--- config.mk ---
export PLATFORM = sky130hd
export DESIGN_NAME = i2c_master_transfer_sequencer
export DESIGN_NICKNAME = d
export VERILOG_FILES = /design/src/design/i2cmts_pkg.sv /design/src/design/i2cmts_step.sv /design/src/design/i2cmts_out_fifo.sv /design/src/design/i2c_master_transfer_sequencer.sv
export SDC_FILE = /design/constraint.sdc
export NUM_CORES = 1
export LEC_CHECK = 0
export ABC_AREA = 1
export BUFFER_PORTS_ARGS = -buffer_cell sky130_fd_sc_hd__clkbuf_2
export CAP_MARGIN = 20
export CELL_PAD_IN_SITES_DETAIL_PLACEMENT = 1
export CELL_PAD_IN_SITES_GLOBAL_PLACEMENT = 1
export CORE_AREA = 8 8 190 237
export CTS_BUF_LIST = sky130_fd_sc_hd__clkbuf_4
export DETAILED_ROUTE_END_ITERATION = 12
export DIE_AREA = 0 0 198 245
export PLACE_DENSITY = 0.64
export SYNTH_ARGS = -nofsm -noshare
export SYNTH_HDL_FRONTEND = slang
export SYNTH_SLANG_ARGS = --single-unit
--- constraint.sdc ---
create_clock -name aclk -period 9.3 [get_ports aclk]
set_input_delay 0.93 -clock aclk [delete_from_list [all_inputs] [get_ports aclk]]
set_output_delay 0.93 -clock aclk [all_outputs]
set_load 0.005 [all_outputs]
--- src/design/i2cmts_pkg.sv ---
package i2cmts_pkg;

    // operation codes
    localparam logic [2:0] OP_START_WRITE = 3'd0;
    localparam logic [2:0] OP_START_READ  = 3'd1;
    localparam logic [2:0] OP_BUS_EVENT   = 3'd2;
    localparam logic [2:0] OP_ERROR_EVENT = 3'd3;
    localparam logic [2:0] OP_CLEAR_ERROR = 3'd4;

    // event flag bit positions
    localparam int EV_SB    = 0;
    localparam int EV_ADDR  = 1;
    localparam int EV_ADD10 = 2;
    localparam int EV_TXE   = 3;
    localparam int EV_RXNE  = 4;
    localparam int EV_BTF   = 5;

    // error flag bit positions
    localparam int ER_BUS  = 0;
    localparam int ER_AF   = 1;
    localparam int ER_ARLO = 2;

    // error status bits
    localparam logic [3:0] ES_BUS       = 4'b0001;
    localparam logic [3:0] ES_DATA_NACK = 4'b0010;
    localparam logic [3:0] ES_ADDR_NACK = 4'b0100;
    localparam logic [3:0] ES_ARLO      = 4'b1000;

    // control codes for ACK, POS and buffer interrupt
    localparam logic [1:0] CTL_NONE = 2'd0;
    localparam logic [1:0] CTL_SET  = 2'd1;
    localparam logic [1:0] CTL_CLR  = 2'd2;

    // upper five bits of a 10-bit address header (11110xx r/w)
    localparam logic [4:0] HDR10_PREFIX = 5'b11110;

    // result queue depth
    localparam logic [1:0] OUT_DEPTH = 2'd2;

    typedef enum logic [10:0] {
        PH_IDLE      = 11'b00000000001,
        PH_T_SETUP   = 11'b00000000010,
        PH_T_START   = 11'b00000000100,
        PH_T_HDR10   = 11'b00000001000,
        PH_T_DATA    = 11'b00000010000,
        PH_R_SETUP   = 11'b00000100000,
        PH_R_START   = 11'b00001000000,
        PH_R_HDR10   = 11'b00010000000,
        PH_R_ADDR10  = 11'b00100000000,
        PH_R_RESTART = 11'b01000000000,
        PH_R_DATA    = 11'b10000000000
    } phase_t;

    typedef struct packed {
        logic [2:0]  operation;
        logic [9:0]  target_address;
        logic        ten_bit_address;
        logic [15:0] transfer_length;
        logic [5:0]  event_flags;
        logic [2:0]  error_flags;
        logic [7:0]  data_byte;
        logic [7:0]  second_data_byte;
    } item_t;

    typedef struct packed {
        phase_t     phase;
        logic [9:0] target;
        logic       target_is_ten_bit;
        logic [3:0] error_bits;
    } ctx_t;

    typedef struct packed {
        logic       send_valid;
        logic [7:0] send_byte;
        logic       request_start;
        logic       request_stop;
        logic [1:0] ack_control;
        logic [1:0] pos_control;
        logic [1:0] buffer_irq_control;
        logic       received_valid;
        logic [7:0] received_byte;
        logic       done_res;
        logic [3:0] error_status;
        logic       last;
    } res_t;

    typedef struct packed {
        logic [1:0] count;
        logic [1:0] space;
    } fifo_stat_t;

endpackage

--- src/design/i2cmts_step.sv ---
// One sequencer step: next state and up to two results for the held request.
module i2cmts_step #(
    parameter int LENGTH_WIDTH = 16
) (
    input  i2cmts_pkg::item_t           item,
    input  logic                        hold_errors,
    input  i2cmts_pkg::ctx_t            ctx_cur,
    input  logic [LENGTH_WIDTH-1:0]     length_cur,
    input  logic [LENGTH_WIDTH-1:0]     count_cur,
    output i2cmts_pkg::ctx_t            ctx_nxt,
    output logic [LENGTH_WIDTH-1:0]     length_nxt,
    output logic [LENGTH_WIDTH-1:0]     count_nxt,
    output i2cmts_pkg::res_t            res0,
    output i2cmts_pkg::res_t            res1,
    output logic                        two_res
);

    localparam int LW = LENGTH_WIDTH;
    localparam int CW = LENGTH_WIDTH + 3;

    always_comb begin
        i2cmts_pkg::phase_t    ph;
        logic [9:0]            tgt;
        logic                  ten;
        logic [3:0]            err;
        logic [LW-1:0]         len;
        logic [LW-1:0]         bc;
        logic [3:0]            status;
        logic [7:0]            hdr_w;
        logic [7:0]            hdr_r;

        ph     = ctx_cur.phase;
        tgt    = ctx_cur.target;
        ten    = ctx_cur.target_is_ten_bit;
        err    = ctx_cur.error_bits;
        len    = length_cur;
        bc     = count_cur;
        res0   = '0;
        res1   = '0;
        two_res = 1'b0;
        hdr_w  = {i2cmts_pkg::HDR10_PREFIX, tgt[9:8], 1'b0};
        hdr_r  = {i2cmts_pkg::HDR10_PREFIX, tgt[9:8], 1'b1};

        case (item.operation)
            i2cmts_pkg::OP_START_WRITE, i2cmts_pkg::OP_START_READ: begin
                if (hold_errors && (err != 4'd0)) begin
                    res0.done_res = 1'b1;   // refused
                end else begin
                    if (!hold_errors) begin
                        err = 4'd0;
                    end
                    tgt = item.target_address;
                    ten = item.ten_bit_address;
                    len = LW'(item.transfer_length);
                    bc  = '0;
                    ph  = (item.operation == i2cmts_pkg::OP_START_READ) ?
                          i2cmts_pkg::PH_R_SETUP : i2cmts_pkg::PH_T_SETUP;
                    res0.request_start = 1'b1;
                    hdr_w = {i2cmts_pkg::HDR10_PREFIX, tgt[9:8], 1'b0};
                    hdr_r = {i2cmts_pkg::HDR10_PREFIX, tgt[9:8], 1'b1};
                end
            end
            i2cmts_pkg::OP_BUS_EVENT: begin
                // start sent
                if (item.event_flags[i2cmts_pkg::EV_SB]) begin
                    if (ph == i2cmts_pkg::PH_T_SETUP) begin
                        ph = i2cmts_pkg::PH_T_START;
                        res0.send_valid = 1'b1;
                        res0.send_byte  = ten ? hdr_w : {tgt[6:0], 1'b0};
                    end else if (ph == i2cmts_pkg::PH_R_SETUP) begin
                        ph = i2cmts_pkg::PH_R_START;
                        res0.send_valid = 1'b1;
                        res0.send_byte  = ten ? hdr_w : {tgt[6:0], 1'b1};
                    end else if (ph == i2cmts_pkg::PH_R_ADDR10) begin
                        ph = i2cmts_pkg::PH_R_RESTART;
                        res0.send_valid = 1'b1;
                        res0.send_byte  = hdr_r;
                    end
                end
                // address sent
                if (item.event_flags[i2cmts_pkg::EV_ADDR]) begin
                    if (ph == i2cmts_pkg::PH_T_START || ph == i2cmts_pkg::PH_T_HDR10) begin
                        ph = i2cmts_pkg::PH_T_DATA;
                        res0.buffer_irq_control = i2cmts_pkg::CTL_SET;
                    end else if (ph == i2cmts_pkg::PH_R_START ||
                                 ph == i2cmts_pkg::PH_R_RESTART) begin
                        if (len == '0) begin
                            res0.request_stop = 1'b1;
                            res0.done_res     = 1'b1;
                            ph = i2cmts_pkg::PH_IDLE;
                        end else begin
                            if (len == LW'(2)) begin
                                res0.pos_control = i2cmts_pkg::CTL_SET;
                            end
                            if (len <= LW'(2)) begin
                                res0.ack_control = i2cmts_pkg::CTL_CLR;
                            end
                            ph = i2cmts_pkg::PH_R_DATA;
                            res0.buffer_irq_control = i2cmts_pkg::CTL_SET;
                        end
                    end else if (ph == i2cmts_pkg::PH_R_HDR10) begin
                        ph = i2cmts_pkg::PH_R_ADDR10;
                        res0.request_start = 1'b1;
                    end
                end
                // 10-bit header sent
                if (item.event_flags[i2cmts_pkg::EV_ADD10]) begin
                    if (ph == i2cmts_pkg::PH_T_START) begin
                        ph = i2cmts_pkg::PH_T_HDR10;
                        res0.send_valid = 1'b1;
                        res0.send_byte  = tgt[7:0];
                    end else if (ph == i2cmts_pkg::PH_R_START) begin
                        ph = i2cmts_pkg::PH_R_HDR10;
                        res0.send_valid = 1'b1;
                        res0.send_byte  = tgt[7:0];
                    end
                end
                // tx empty
                if (item.event_flags[i2cmts_pkg::EV_TXE] && ph == i2cmts_pkg::PH_T_DATA) begin
                    if (bc < len) begin
                        bc = bc + LW'(1);
                        res0.send_valid = 1'b1;
                        res0.send_byte  = item.data_byte;
                    end
                    if (bc == len) begin
                        res0.buffer_irq_control = i2cmts_pkg::CTL_CLR;
                        if (item.event_flags[i2cmts_pkg::EV_BTF]) begin
                            res0.request_stop = 1'b1;
                            res0.done_res     = 1'b1;
                            ph = i2cmts_pkg::PH_IDLE;
                        end
                    end
                end
                // rx full
                if (item.event_flags[i2cmts_pkg::EV_RXNE] && ph == i2cmts_pkg::PH_R_DATA) begin
                    if (len == LW'(1)) begin
                        res0.request_stop   = 1'b1;
                        res0.received_valid = 1'b1;
                        res0.received_byte  = item.data_byte;
                        res0.ack_control    = i2cmts_pkg::CTL_SET;
                        res0.done_res       = 1'b1;
                        ph = i2cmts_pkg::PH_IDLE;
                    end else if (len == LW'(2)) begin
                        bc = bc + LW'(1);
                        if (bc == LW'(1)) begin
                            res0.request_stop   = 1'b1;
                            res0.received_valid = 1'b1;
                            res0.received_byte  = item.data_byte;
                        end else if (bc == LW'(2)) begin
                            res0.received_valid = 1'b1;
                            res0.received_byte  = item.data_byte;
                            res0.ack_control    = i2cmts_pkg::CTL_SET;
                            res0.pos_control    = i2cmts_pkg::CTL_CLR;
                            res0.done_res       = 1'b1;
                            ph = i2cmts_pkg::PH_IDLE;
                        end
                    end else if (len > LW'(2)) begin
                        if (CW'(bc) + CW'(4) <= CW'(len)) begin
                            bc = bc + LW'(1);
                            res0.received_valid = 1'b1;
                            res0.received_byte  = item.data_byte;
                        end else if (bc == len - LW'(3)) begin
                            res0.buffer_irq_control = i2cmts_pkg::CTL_CLR;
                            if (item.event_flags[i2cmts_pkg::EV_BTF]) begin
                                res0.ack_control    = i2cmts_pkg::CTL_CLR;
                                bc = bc + LW'(1);
                                res0.received_valid = 1'b1;
                                res0.received_byte  = item.data_byte;
                            end
                        end else if (bc == len - LW'(2)) begin
                            if (item.event_flags[i2cmts_pkg::EV_BTF]) begin
                                // last two bytes come out of the shift and data regs
                                res0.request_stop   = 1'b1;
                                bc = bc + LW'(2);
                                res0.received_valid = 1'b1;
                                res0.received_byte  = item.data_byte;
                                res0.ack_control    = i2cmts_pkg::CTL_SET;
                                ph = i2cmts_pkg::PH_IDLE;
                                res1.received_valid = 1'b1;
                                res1.received_byte  = item.second_data_byte;
                                res1.done_res       = 1'b1;
                                two_res = 1'b1;
                            end
                        end
                    end
                end
            end
            i2cmts_pkg::OP_ERROR_EVENT: begin
                if (item.error_flags[i2cmts_pkg::ER_BUS] && ph != i2cmts_pkg::PH_IDLE) begin
                    err = err | i2cmts_pkg::ES_BUS;
                    res0.done_res = 1'b1;
                    ph = i2cmts_pkg::PH_IDLE;
                end
                if (item.error_flags[i2cmts_pkg::ER_AF]) begin
                    if (ph == i2cmts_pkg::PH_T_DATA) begin
                        err = err | i2cmts_pkg::ES_DATA_NACK;
                        res0.request_stop = 1'b1;
                        res0.done_res     = 1'b1;
                        ph = i2cmts_pkg::PH_IDLE;
                    end else if (ph != i2cmts_pkg::PH_IDLE) begin
                        err = err | i2cmts_pkg::ES_ADDR_NACK;
                        res0.request_stop = 1'b1;
                        res0.done_res     = 1'b1;
                        ph = i2cmts_pkg::PH_IDLE;
                    end
                end
                if (item.error_flags[i2cmts_pkg::ER_ARLO] && ph != i2cmts_pkg::PH_IDLE) begin
                    err = err | i2cmts_pkg::ES_ARLO;
                    res0.done_res = 1'b1;
                    ph = i2cmts_pkg::PH_IDLE;
                end
            end
            i2cmts_pkg::OP_CLEAR_ERROR: begin
                err = 4'd0;
            end
            default: begin
            end
        endcase

        // a clear reports the bits it removed
        status = (item.operation == i2cmts_pkg::OP_CLEAR_ERROR) ? ctx_cur.error_bits : err;
        res0.error_status = status;
        res1.error_status = status;
        res0.last = !two_res;
        res1.last = 1'b1;

        ctx_nxt.phase             = ph;
        ctx_nxt.target            = tgt;
        ctx_nxt.target_is_ten_bit = ten;
        ctx_nxt.error_bits        = err;
        length_nxt = len;
        count_nxt  = bc;
    end

endmodule

--- src/design/i2cmts_out_fifo.sv ---
// Two-entry result queue; one or two in per cycle, one out on out_ready.
module i2cmts_out_fifo (
    input  logic                    aclk,
    input  logic                    aresetn,
    input  logic                    push0,
    input  logic                    push1,
    input  i2cmts_pkg::res_t        din0,
    input  i2cmts_pkg::res_t        din1,
    output logic                    out_valid,
    input  logic                    out_ready,
    output i2cmts_pkg::res_t        dout,
    output i2cmts_pkg::fifo_stat_t  stat
);

    i2cmts_pkg::res_t mem_reg [2];
    logic       wr_ptr_reg, wr_ptr_next;
    logic       rd_ptr_reg, rd_ptr_next;
    logic [1:0] count_reg, count_next;
    logic       pop;

    assign out_valid = (count_reg != 2'd0);
    assign pop       = out_valid && out_ready;
    assign dout      = mem_reg[rd_ptr_reg];

    assign wr_ptr_next = wr_ptr_reg ^ (push0 ^ push1);
    assign rd_ptr_next = rd_ptr_reg ^ pop;
    assign count_next  = count_reg - {1'b0, pop} + {1'b0, push0} + {1'b0, push1};

    assign stat.count = count_reg;
    assign stat.space = i2cmts_pkg::OUT_DEPTH - count_reg + {1'b0, pop};

    always_ff @(posedge aclk) begin
        if (push0) begin
            mem_reg[wr_ptr_reg] <= din0;
        end
        if (push1) begin
            mem_reg[~wr_ptr_reg] <= din1;
        end
    end

    always_ff @(posedge aclk) begin
        if (!aresetn) begin
            wr_ptr_reg <= 1'b0;
            rd_ptr_reg <= 1'b0;
            count_reg  <= 2'd0;
        end else begin
            wr_ptr_reg <= wr_ptr_next;
            rd_ptr_reg <= rd_ptr_next;
            count_reg  <= count_next;
        end
    end

endmodule

--- src/design/i2c_master_transfer_sequencer.sv ---
// I2C master transfer sequencer. Each request on the s_ channel (start write,
// start read, bus event, error event, clear error) is captured in an input
// register, evaluated combinationally against the transfer state, and its
// results are pushed into a two-entry result queue that drives the m_ channel.
// A new request can be taken every cycle while the queue has room; its results
// pass through the input register and then the queue before the m_ channel.
// Every request yields one result except the final two-byte read of a transfer
// longer than two bytes, which yields two (the second carries last=1). A
// request is retired only when the queue has room for all its results: with
// m_ready held high the input stalls only when a two-result read finds the
// queue holding two results; with m_ready low, once the queue lacks room. The
// result queue sets throughput: one result per cycle while m_ready is high.
// cfg_we/cfg_wdata write hold_errors (when set, pending error bits refuse a new
// start instead of being cleared by it); write it only while the block is idle.
module i2c_master_transfer_sequencer #(
    parameter int LENGTH_WIDTH = 16
) (
    input  logic        aclk,
    input  logic        aresetn,

    input  logic        cfg_we,
    input  logic        cfg_wdata,

    input  logic        s_valid,
    output logic        s_ready,
    input  logic [2:0]  s_operation,
    input  logic [9:0]  s_target_address,
    input  logic        s_ten_bit_address,
    input  logic [15:0] s_transfer_length,
    input  logic [5:0]  s_event_flags,
    input  logic [2:0]  s_error_flags,
    input  logic [7:0]  s_data_byte,
    input  logic [7:0]  s_second_data_byte,

    output logic        m_valid,
    input  logic        m_ready,
    output logic        m_send_valid,
    output logic [7:0]  m_send_byte,
    output logic        m_request_start,
    output logic        m_request_stop,
    output logic [1:0]  m_ack_control,
    output logic [1:0]  m_pos_control,
    output logic [1:0]  m_buffer_irq_control,
    output logic        m_received_valid,
    output logic [7:0]  m_received_byte,
    output logic        m_done_res,
    output logic [3:0]  m_error_status,
    output logic        m_last
);

    // configuration
    logic hold_errors_reg;

    always_ff @(posedge aclk) begin
        if (!aresetn) begin
            hold_errors_reg <= 1'b0;
        end else if (cfg_we) begin
            hold_errors_reg <= cfg_wdata;
        end
    end

    // input register
    logic               in_valid_reg, in_valid_next;
    i2cmts_pkg::item_t  in_item_reg;
    logic               consume;
    logic               s_accept;

    assign s_ready  = !in_valid_reg || consume;
    assign s_accept = s_valid && s_ready;
    assign in_valid_next = s_accept ? 1'b1 : (consume ? 1'b0 : in_valid_reg);

    always_ff @(posedge aclk) begin
        if (!aresetn) begin
            in_valid_reg <= 1'b0;
        end else begin
            in_valid_reg <= in_valid_next;
        end
    end

    always_ff @(posedge aclk) begin
        if (s_accept) begin
            in_item_reg.operation        <= s_operation;
            in_item_reg.target_address   <= s_target_address;
            in_item_reg.ten_bit_address  <= s_ten_bit_address;
            in_item_reg.transfer_length  <= s_transfer_length;
            in_item_reg.event_flags      <= s_event_flags;
            in_item_reg.error_flags      <= s_error_flags;
            in_item_reg.data_byte        <= s_data_byte;
            in_item_reg.second_data_byte <= s_second_data_byte;
        end
    end

    // transfer state
    i2cmts_pkg::ctx_t          ctx_reg, ctx_next;
    logic [LENGTH_WIDTH-1:0]   length_reg, length_next;
    logic [LENGTH_WIDTH-1:0]   count_reg, count_next;
    i2cmts_pkg::res_t          res0, res1;
    logic                      two_res;

    i2cmts_step #(
        .LENGTH_WIDTH (LENGTH_WIDTH)
    ) u_step (
        .item         (in_item_reg),
        .hold_errors  (hold_errors_reg),
        .ctx_cur      (ctx_reg),
        .length_cur   (length_reg),
        .count_cur    (count_reg),
        .ctx_nxt      (ctx_next),
        .length_nxt   (length_next),
        .count_nxt    (count_next),
        .res0         (res0),
        .res1         (res1),
        .two_res      (two_res)
    );

    always_ff @(posedge aclk) begin
        if (!aresetn) begin
            ctx_reg.phase             <= i2cmts_pkg::PH_IDLE;
            ctx_reg.target            <= 10'd0;
            ctx_reg.target_is_ten_bit <= 1'b0;
            ctx_reg.error_bits        <= 4'd0;
            length_reg                <= '0;
            count_reg                 <= '0;
        end else if (consume) begin
            ctx_reg    <= ctx_next;
            length_reg <= length_next;
            count_reg  <= count_next;
        end
    end

    // result queue; a request is retired only when all its results fit
    i2cmts_pkg::res_t        head;
    i2cmts_pkg::fifo_stat_t  fifo_stat;

    assign consume = in_valid_reg && (fifo_stat.space >= (two_res ? 2'd2 : 2'd1));

    i2cmts_out_fifo u_out_fifo (
        .aclk      (aclk),
        .aresetn   (aresetn),
        .push0     (consume),
        .push1     (consume && two_res),
        .din0      (res0),
        .din1      (res1),
        .out_valid (m_valid),
        .out_ready (m_ready),
        .dout      (head),
        .stat      (fifo_stat)
    );

    assign m_send_valid         = head.send_valid;
    assign m_send_byte          = head.send_byte;
    assign m_request_start      = head.request_start;
    assign m_request_stop       = head.request_stop;
    assign m_ack_control        = head.ack_control;
    assign m_pos_control        = head.pos_control;
    assign m_buffer_irq_control = head.buffer_irq_control;
    assign m_received_valid     = head.received_valid;
    assign m_received_byte      = head.received_byte;
    assign m_done_res           = head.done_res;
    assign m_error_status       = head.error_status;
    assign m_last               = head.last;

`ifndef ASSERT_OFF
    // a held request is neither dropped nor altered while the queue lacks room for it
    a_hold_request: assert property (@(posedge aclk) disable iff (!aresetn)
        (in_valid_reg && !consume) |=> (in_valid_reg && $stable(in_item_reg)))
        else $error("held request lost or changed");

    // the two-result read always ends the transfer
    a_pair_ends: assert property (@(posedge aclk) disable iff (!aresetn)
        (consume && two_res) |=> (ctx_reg.phase == i2cmts_pkg::PH_IDLE))
        else $error("two-result read did not return to idle");

    // a non-last result always has its partner queued behind it
    a_pair_queued: assert property (@(posedge aclk) disable iff (!aresetn)
        (m_valid && !m_last) |-> (fifo_stat.count == 2'd2))
        else $error("first of a result pair without its partner");
`endif

endmodule
==> results.py, run 1 <==
metrics = {
    "placement": {
        "io_buffers": 94,
        "dp_slack_ps": 767.5,
        "hpwlAfterDp_mm": 47.71,
        "place_congestion": 0.9552,
        "place_area_um2": 15320,
        "placed_cells": 2754,
    },
    "timing": {
        "period_minus_slack_ps": 8478,
        "hold_violations": 0,
        "relSlewSlack": 0.2873,
        "fmax_mhz": 117.9,
        "fin_ws_ps": 821.7,
        "clock_skew_ps": 39.21,
        "fin_tns_setup_ps": 0,
        "rsz0062_at_grt": "false",
        "finalCritPeriodShare": 0.9116,
        "slew_viol_final": 0,
        "worst_pin_slew_ps": 1055,
        "setup_violations": 0,
    },
    "synthesis": {
        "netlist_area_um2": 14200,
        "yosys_warnings": 0,
        "synth_area_leaders": "edfxtp_1 (18%), nand2_1 (16%), dfxtp_1 (14%), inv_1 (7.0%), nor2_1 (5.4%)",
        "synthArstFlopShare": 0,
        "synth_edf_count": 83,
        "yosysTopAreaCell": "edfxtp_1",
        "synth_fp_nets": 2239,
        "synth_area_per_cell_um2": 6.665,
        "ys_seq_elements": 184,
        "synth.distinct_cells": 58,
        "yosysSeqAreaShare": 0.3180,
        "synth_cells": 2130,
        "synthFlopType": "dfxtp_1",
        "yosysTopAreaCellShare": 0.1756,
    },
    "finish": {
        "largest_register_ffs": 64,
        "register_area_um2": 4514,
        "instances_no_fill": 2787,
        "multi_input_area_um2": 8280,
        "layout_commonest_cell": "nand2_1",
        "fill_cells": 5387,
        "area_growth_syn_to_layout_pct": 10.30,
        "nets": 2323,
        "drive_gt1_frac": 0.1343,
        "final_cell_mix": "nand2_1 (612), inv_1 (263), nor2_1 (202)",
        "finalInstanceArea_um2": 15660,
    },
    "pwr": {
        "irDropWorstVdd_v": 0.0001076,
        "p_total_uw": 3157,
        "p_per_area_nw_per_um2": 201.6,
        "leakagePower_uw": 0.007335,
    },
    "drt": {
        "dr.pass1.iters": 4,
        "via_per_inst": 5.190,
        "dr_total_vias": 14460,
        "ant_nets": 0,
        "wirelength_mm": 58.80,
        "wl_per_cell_um": 21.10,
        "route.detailed.drc": 0,
        "drt_iter0_drc": 706,
    },
    "critical_path": {
        "start_kind": "flop",
        "ff2ff_path_depth": 45,
        "max_stage_delay_ps": 480,
        "r2r_setup_slack_ps": 1080,
        "cp_slowest_cell": "dfxtp_1",
        "cp_max_fo": 19,
        "crit_path_end_kind": "primary output",
        "path_class": "flop to primary output",
        "cp.required_ps": 8370,
        "crit_arrival_ps": 7550,
        "r2r-end": "length_reg[12]",
        "cp_common_cell": "nand2_1",
        "worstReg2RegStart": "ctx_reg[18]",
    },
    "floorplan": {
        "coreArea_um2": 41510,
        "num_io_pins": 95,
        "dieArea_um2": 48510,
        "die_w_um": 198,
        "start_util": 0.3420,
        "die_y_um": 245,
        "rows": 84,
    },
    "clock_tree": {
        "post-cts-setup-buffers": 0,
        "clk_latency_ps": 650,
        "htreeDepth": 4,
        "cts-buffers-inserted": 17,
        "cts_buffer_depth": 2,
        "clk_pin_slew_ps": 210,
        "cts_hold_buf": 0,
        "clock-root-buffer": "clkbuf_4",
        "clkSinkCount": 184,
        "cts_tree": "done",
    },
    "global_routing": {
        "track_usage": 0.2423,
        "grt_pass1_vias": 15270,
        "grt_max_degree": 52,
        "grt_pass1_wl_mm": 89.87,
        "gr-total-overflow": 0,
        "antenna_found_initial": 1,
    },
    "outcome": {
        "run_status": "complete, no violations",
    },
    "hold_path": {
        "whs_path_depth": 1,
        "min_path_type": "input port to flop",
        "min_from": "s_transfer_length[7]",
        "whs_endpoint": "in_item_reg[32]",
    },
    "job": {
        "drv_cap": 0,
    },
}
-- through the flow --
stage	utilization	hold slack, ps
5_1_grt	0.3772	370.5
4_1_cts	0.3769	377.0
3_3_place_gp	0.3685	431.1
3_5_place_dp	0.3691	440.8
2_1_floorplan	-	418.7
6_report	0.3772	447.1
-- metal layers --
layer | wire, um | GRT usage | share of wire
met2 | 30300 | 0.4501 | 0.52
met5 | 0 | 0 | 0
met3 | 1519 | 0.02357 | 0.026
met4 | 3400 | 0.1350 | 0.058
met1 | 23570 | 0.2652 | 0.40
-- critical path: cells and delay by family (launching register included) --
| kind | cells | cell delay (ps) |
|---|---|---|
| AO/OA/AOI/OAI | 5 | 700 |
| XOR/XNOR | 1 | 140 |
| adder cells (fa/ha/maj) | 3 | 960 |
| buffers and inverters | 5 | 670 |
| flip-flops | 1 | 480 |
| AND/OR/NAND/NOR | 25 | 3960 |
-- Yosys cell counts (26+ instances only) --
master      n
a21oi_1   136
clkbuf_1   42
dfxtp_1   101
edfxtp_1   83
ha_1       47
inv_1     264
mux2_2     26
nand2_1   612
nand2_2    31
nand3_1   133
nand4_1    47
nor2_1    205
nor3_1     32
o21ai_0   124
xor2_1     63
-- kinds of logic (layout without fill, tap and decap cells) --
logic type	count (synthesis)	in the layout	synth area share
simple gates	1141	1141	0.3580
buf+inv	351	448	0.1000
compound gates	314	314	0.1197
flops	184	184	0.3180
xor+xnor	65	65	0.04010
fa+ha+maj	48	48	0.04283
mux	27	27	0.02133
other cells	0	1	0
-- cell type report --
class | instances | area share
Multi-Input combinational cell | 1595 | 0.5288
Inverter | 285 | 0.06832
Sequential cell | 184 | 0.2883
Tap cell | 559 | 0.04467
Antenna cell | 1 | 0.0001598
Clock inverter | 15 | 0.01254
Timing Repair Buffer | 131 | 0.04906
Clock buffer | 17 | 0.008150
-- worst max path at each step --
stage | startpoint | endpoint | slack (ps) | depth (start not counted)
finish | ctx_reg[18] | s_ready | 820 | 39
global route | ctx_reg[23] | s_ready | 160 | 39
CTS | ctx_reg[25] | s_ready | 680 | 39
detailed placement | ctx_reg[25] | u_out_fifo.mem_reg[1][5] | 770 | 42
global placement | ctx_reg[25] | u_out_fifo.mem_reg[1][5] | 1040 | 40
floorplan | ctx_reg[18] | in_item_reg[0] | 2650 | 42
-- where the power goes --
group / internal [uW] / switching [uW]
Sequential: 949 / 64.0
Combinational: 504 / 1130
Clock: 138 / 368
-- timing repair --
item,4_1_cts,5_1_grt
endpoints found under the setup margin,0,29
gates resized for setup,0,2
endpoints found under the hold margin,0,0
Note: power is estimated with default switching activity, not from simulation.
==> run 2, diff against run 1 <==
Settings changed: ABC_AREA 1 to not set, CORE_AREA 8 8 190 237 to 4 4 185 231, DIE_AREA 0 0 198 245 to 0 0 189 235, PLACE_DENSITY 0.64 to 0.61, SKIP_CTS_REPAIR_TIMING set to 1.
==> run 2 against run 1 <==
Net effect:
- via count decreased by 0.41%
- clock skew is 8.4 ps lower
- hold slack better by 1.3 ps
- utilization up 1.3 points
- global-route usage up 3.7 points
- final cell count fell by 15%
- maximum frequency decreased by 3.5%
- critical endpoint unchanged
- largest cell class unchanged
==> results.py, run 2 <==
metrics = {
    "outcome": {
        "run_status": "complete, no violations",
    },
    "clock_tree": {
        "clk_latency_ps": 650,
        "cts_buffer_depth": 2,
        "clkSinkCount": 184,
        "cts_tree": "done",
        "cts-buffers-inserted": 17,
        "clock-root-buffer": "clkbuf_4",
        "htreeDepth": 4,
        "clk_pin_slew_ps": 160,
    },
    "floorplan": {
        "rows": 82,
        "coreArea_um2": 40320,
        "start_util": 0.3483,
        "die_w_um": 189,
        "die_y_um": 235,
        "dieArea_um2": 44420,
        "num_io_pins": 95,
    },
    "critical_path": {
        "crit_path_end_kind": "primary output",
        "start_kind": "flop",
        "path_class": "flop to primary output",
        "cp_max_fo": 13,
        "cp.required_ps": 8370,
        "crit_arrival_ps": 7850,
    },
    "timing": {
        "finalCritPeriodShare": 0.9442,
        "slew_viol_final": 0,
        "setup_violations": 0,
        "period_minus_slack_ps": 8782,
        "relSlewSlack": 0.2266,
        "hold_violations": 0,
        "worst_pin_slew_ps": 1150,
        "fin_tns_setup_ps": 0,
        "clock_skew_ps": 30.84,
        "rsz0062_at_grt": "false",
        "fmax_mhz": 113.9,
    },
    "pwr": {
        "leakagePower_uw": 0.005790,
        "irDropWorstVdd_v": 0.0001359,
        "p_per_area_nw_per_um2": 155.3,
    },
    "finish": {
        "largest_register_ffs": 64,
        "final_cell_mix": "nand2_1 (225), nor2_1 (162), a21oi_1 (129)",
        "finalInstanceArea_um2": 15730,
        "fin_util": 0.3900,
        "drive_gt1_frac": 0.1657,
        "nets": 1925,
        "layout_commonest_cell": "nand2_1",
        "area_growth_syn_to_layout_pct": 11.97,
    },
    "drt": {
        "dr.pass1.iters": 5,
        "ant_nets": 0,
        "route.detailed.drc": 0,
        "drt_iter0_drc": 1091,
        "wirelength_mm": 64.15,
        "via_per_inst": 6.062,
        "wl_per_cell_um": 27.00,
        "dr_total_vias": 14400,
    },
    "placement": {
        "place_congestion": 1.014,
        "io_buffers": 94,
        "place_area_um2": 15360,
        "hpwlAfterDp_mm": 51.37,
    },
    "global_routing": {
        "grt_pass1_wl_mm": 94.25,
        "track_usage": 0.2790,
        "grt_pass1_vias": 14440,
        "antenna_found_initial": 1,
        "grt_max_degree": 52,
        "gr-total-overflow": 0,
    },
    "synthesis": {
        "synth_area_per_cell_um2": 8.123,
        "yosysTopAreaCellShare": 0.1775,
        "synth_common_cells": "nand2_1 (225), nor2_1 (163), a21oi_1 (130), dfxtp_1 (101), edfxtp_1 (83)",
        "yosys_warnings": 0,
        "synth_fp_nets": 1838,
        "yosysTopAreaCell": "edfxtp_1",
        "synth_edf_count": 83,
        "synth_area_leaders": "edfxtp_1 (18%), dfxtp_1 (14%), nand2_1 (6.0%), a21oi_1 (4.6%), nor2_1 (4.4%)",
        "yosysSeqAreaShare": 0.3214,
        "synth_cells": 1729,
        "synth.distinct_cells": 100,
        "netlist_area_um2": 14040,
        "synthFlopType": "dfxtp_1",
        "synthMostInstantiatedCell": "nand2_1",
        "synthArstFlopShare": 0,
        "ys_seq_elements": 184,
    },
    "hold_path": {
        "min_path_type": "input port to flop",
    },
    "job": {
        "drv_cap": 0,
    },
}
run 2: final timing paths:
check | from | end | slack (ps) | cells past startpoint
worst max-delay path | ctx_reg[25] | s_ready | 520 | 24
worst min-delay path | s_transfer_length[7] | in_item_reg[32] | 450 | 1
worst max register to register | ctx_reg[25] | ctx_reg[23] | 710 | 29
worst min register to register | u_out_fifo.mem_reg[0][29] | u_out_fifo.mem_reg[0][29] | 460 | 2
run 2: cell type report:
cell class | count | area [um^2]
multi-input combinational | 1389 | 8945
sequential | 184 | 4514
inverter | 48 | 180.2
fill | 4927 | 24590
timing repair buffer | 176 | 1099
tap | 546 | 683.2
antenna | 1 | 2.502
clock inverter | 12 | 152.6
clock buffer | 20 | 150.1
run 2: cell families after synthesis:
family	count (synthesis)	synth area share
fa+ha+maj	48	0.04330
simple gates	765	0.2780
xor+xnor	112	0.07626
mux	53	0.04107
buf+inv	156	0.04445
flops	184	0.3214
compound gates	411	0.1955
run 2: routing by layer:
metal | wire length [um] | up-vias | part of all wire | track usage
met3 | 3085 | 153 | 0.048 | 0.03993
met4 | 4273 | 0 | 0.067 | 0.1610
met2 | 31710 | 549 | 0.49 | 0.4874
met1 | 25080 | 7158 | 0.39 | 0.3244
li1 | - | 6544 | - | -
met5 | 0 | - | 0 | 0
run 2: stage by stage:
step	power (uW)	cells	hold WS [ps]	setup WS [ps]
2_1_floorplan	1580	1729	419.6	1076
3_3_place_gp	1943	2340	431.9	769.9
3_5_place_dp	1954	2340	441.9	523.3
4_1_cts	2448	2372	357.5	142.0
5_1_grt	2564	2376	374.2	0.9699
6_report	2442	2376	448.4	518.5
run 2: worst max-delay path: stages, from the launching register on:
cell      delay, ps
dfxtp_1         510
or4_4           640
o41ai_4         550
xnor2_1         220
a311oi_4        500
o31a_1          590
nand3_1         320
xor2_1          760
xnor2_1         170
ha_1            330
a21o_1          190
a21o_1          180
a21oi_1         140
o21ai_0         100
a21oi_1         160
o21ai_0         140
a32oi_2         300
nor2_1          160
nand3_1         230
ha_1            270
nand2b_1        140
a21oi_1         180
buf_4           180
nand2_1          90
clkbuf_2        130
run 2: where the power goes:
part | total [uW] | leakage [uW] | internal [uW] | switching, uW
Combinational | 969 | 0.00403 | 327 | 642
Sequential | 985 | 0.00161 | 929 | 56.1
Clock | 488 | 0.000147 | 194 | 294
==> run 3, diff against run 2 <==
Settings changed: CORE_AREA 4 4 185 231 to 4 4 126 249, DIE_AREA 0 0 189 235 to 0 0 130 253, PLACE_DENSITY 0.61 to 0.81.
==> run 3 against run 2 <==
Net effect:
- clock power shrank 7.8%
- critical path depth grew 1
- die area shrank 26%
- worst setup slack lost 170 ps
- design area shrank 0.15%
- highest routed layer is now met5
==> results.py, run 3 (same netlist as run 2, synthesis figures left out) <==
metrics = {
    "pwr": {
        "irDropWorstVdd_v": 0.0001587,
        "p_per_area_nw_per_um2": 155.1,
        "leakagePower_uw": 0.005926,
    },
    "finish": {
        "final_cell_mix": "nand2_1 (225), nor2_1 (162), a21oi_1 (129)",
        "largest_register_ffs": 64,
        "finalInstanceArea_um2": 15700,
        "instances_no_fill": 2233,
        "layout_commonest_cell": "nand2_1",
        "nets": 1957,
        "area_growth_syn_to_layout_pct": 11.80,
        "drive_gt1_frac": 0.1800,
        "fin_util": 0.5341,
        "fill_cells": 3669,
    },
    "global_routing": {
        "grt_pass1_wl_mm": 108.6,
        "antenna_found_initial": 9,
        "grt_max_degree": 56,
        "gr-total-overflow": 0,
        "track_usage": 0.4615,
        "grt_pass1_vias": 16130,
    },
    "clock_tree": {
        "clk_pin_slew_ps": 190,
        "clock-root-buffer": "clkbuf_4",
        "htreeDepth": 4,
        "cts-buffers-inserted": 17,
        "cts_tree": "done",
        "clkSinkCount": 184,
        "cts_buffer_depth": 2,
        "clk_latency_ps": 660,
    },
    "timing": {
        "setup_violations": 0,
        "slew_viol_final": 0,
        "rsz0062_at_grt": "false",
        "finalCritPeriodShare": 0.9624,
        "clock_skew_ps": 40.27,
        "relSlewSlack": 0.2119,
        "fin_ws_ps": 349.8,
        "hold_violations": 0,
        "fin_tns_setup_ps": 0,
        "worst_pin_slew_ps": 1176,
        "fmax_mhz": 111.7,
        "period_minus_slack_ps": 8950,
    },
    "critical_path": {
        "cp.required_ps": 8370,
        "path_class": "flop to primary output",
        "ff2ff_path_depth": 30,
        "cp_max_fo": 20,
        "crit_arrival_ps": 8020,
        "crit_path_end_kind": "primary output",
        "start_kind": "flop",
    },
    "placement": {
        "dp_slack_ps": 727.9,
        "placed_cells": 2186,
        "hpwlAfterDp_mm": 56.78,
        "place_congestion": 1.113,
        "place_area_um2": 15350,
        "io_buffers": 94,
    },
    "drt": {
        "drt_iter0_drc": 1197,
        "via_per_inst": 6.899,
        "route.detailed.drc": 0,
        "dr_total_vias": 15410,
        "ant_nets": 0,
        "wl_per_cell_um": 33.07,
        "dr.pass1.iters": 5,
        "wirelength_mm": 73.84,
    },
    "job": {
        "drv_cap": 0,
    },
    "outcome": {
        "run_status": "complete, no violations",
    },
    "hold_path": {
        "whs_path_depth": 1,
        "min_path_type": "input port to flop",
    },
    "floorplan": {
        "coreArea_um2": 29400,
        "dieArea_um2": 32890,
        "die_y_um": 253,
        "num_io_pins": 95,
        "start_util": 0.4777,
        "die_w_um": 130,
        "rows": 89,
    },
}
[run 3: changes by cell type in the layout (fill, tap and decap cells not counted), sizes merged]
cell      previous run  this run
buf                 82       112
clkbuf             114       113
diode                1         8
inv                 47        54
clkinv               5         7
clkinvlp             5         2
bufinv               3         0
[run 3: through the flow]
step / hold slack, ps / total power, uW
floorplan: 419.6 / 1580
global placement: 431.5 / 1929
detailed placement: 441.7 / 1961
CTS: 403.4 / 2402
global route: 364.3 / 2549
finish: 430.2 / 2436
[run 3: cell type report]
| type | instances | area, um^2 | area share |
|---|---|---|---|
| Multi-Input combinational cell | 1389 | 8927 | 0.5685 |
| Sequential cell | 184 | 4514 | 0.2875 |
| Timing Repair Buffer | 208 | 1340 | 0.08534 |
| Tap cell | 364 | 455.4 | 0.02900 |
| Inverter | 48 | 180.2 | 0.01147 |
| Clock inverter | 15 | 137.6 | 0.008765 |
| Clock buffer | 17 | 127.6 | 0.008127 |
| Antenna cell | 8 | 20.02 | 0.001275 |
[run 3: report_power, final]
group	switching, uW	internal (uW)
Combinational	667	329
Clock	333	117
Sequential	59.1	930
Total	1060	1380
[run 3: path summary, 6_finish.rpt]
check                                                 end  slack (ps)                      start
worst min register to register  u_out_fifo.mem_reg[0][25]         470  u_out_fifo.mem_reg[0][25]
worst max register to register              count_reg[11]         580             length_reg[15]
worst min-delay path                      in_item_reg[34]         430       s_transfer_length[9]
worst max-delay path                              s_ready         350             length_reg[15]
[run 3: layer usage]
metal,track usage,part of all wire,up-vias
met5,0,0.00043,-
met4,0.4718,0.14,4
met2,0.7540,0.48,866
met3,0.1862,0.079,502
li1,-,-,6593
met1,0.4065,0.30,7441
[run 3: worst max-delay path, cell delays in order, from the launching register on]
cell and delay (ps):
dfxtp_1 700, inv_1 190, ha_1 360, nand2_1 60, o21ai_0 600, a21oi_1 220
a21oi_2 440, buf_4 350, buf_4 310, nor2_1 120, and4_1 380, xnor2_1 200
buf_4 200, xnor2_1 140, ha_1 380, nand4_1 490, nor4_1 390, a21oi_1 130
a32oi_1 290, nor2_1 160, nand3_1 310, ha_1 290, nand2b_1 140, a21oi_1 210
nand2_1 140, clkbuf_2 140
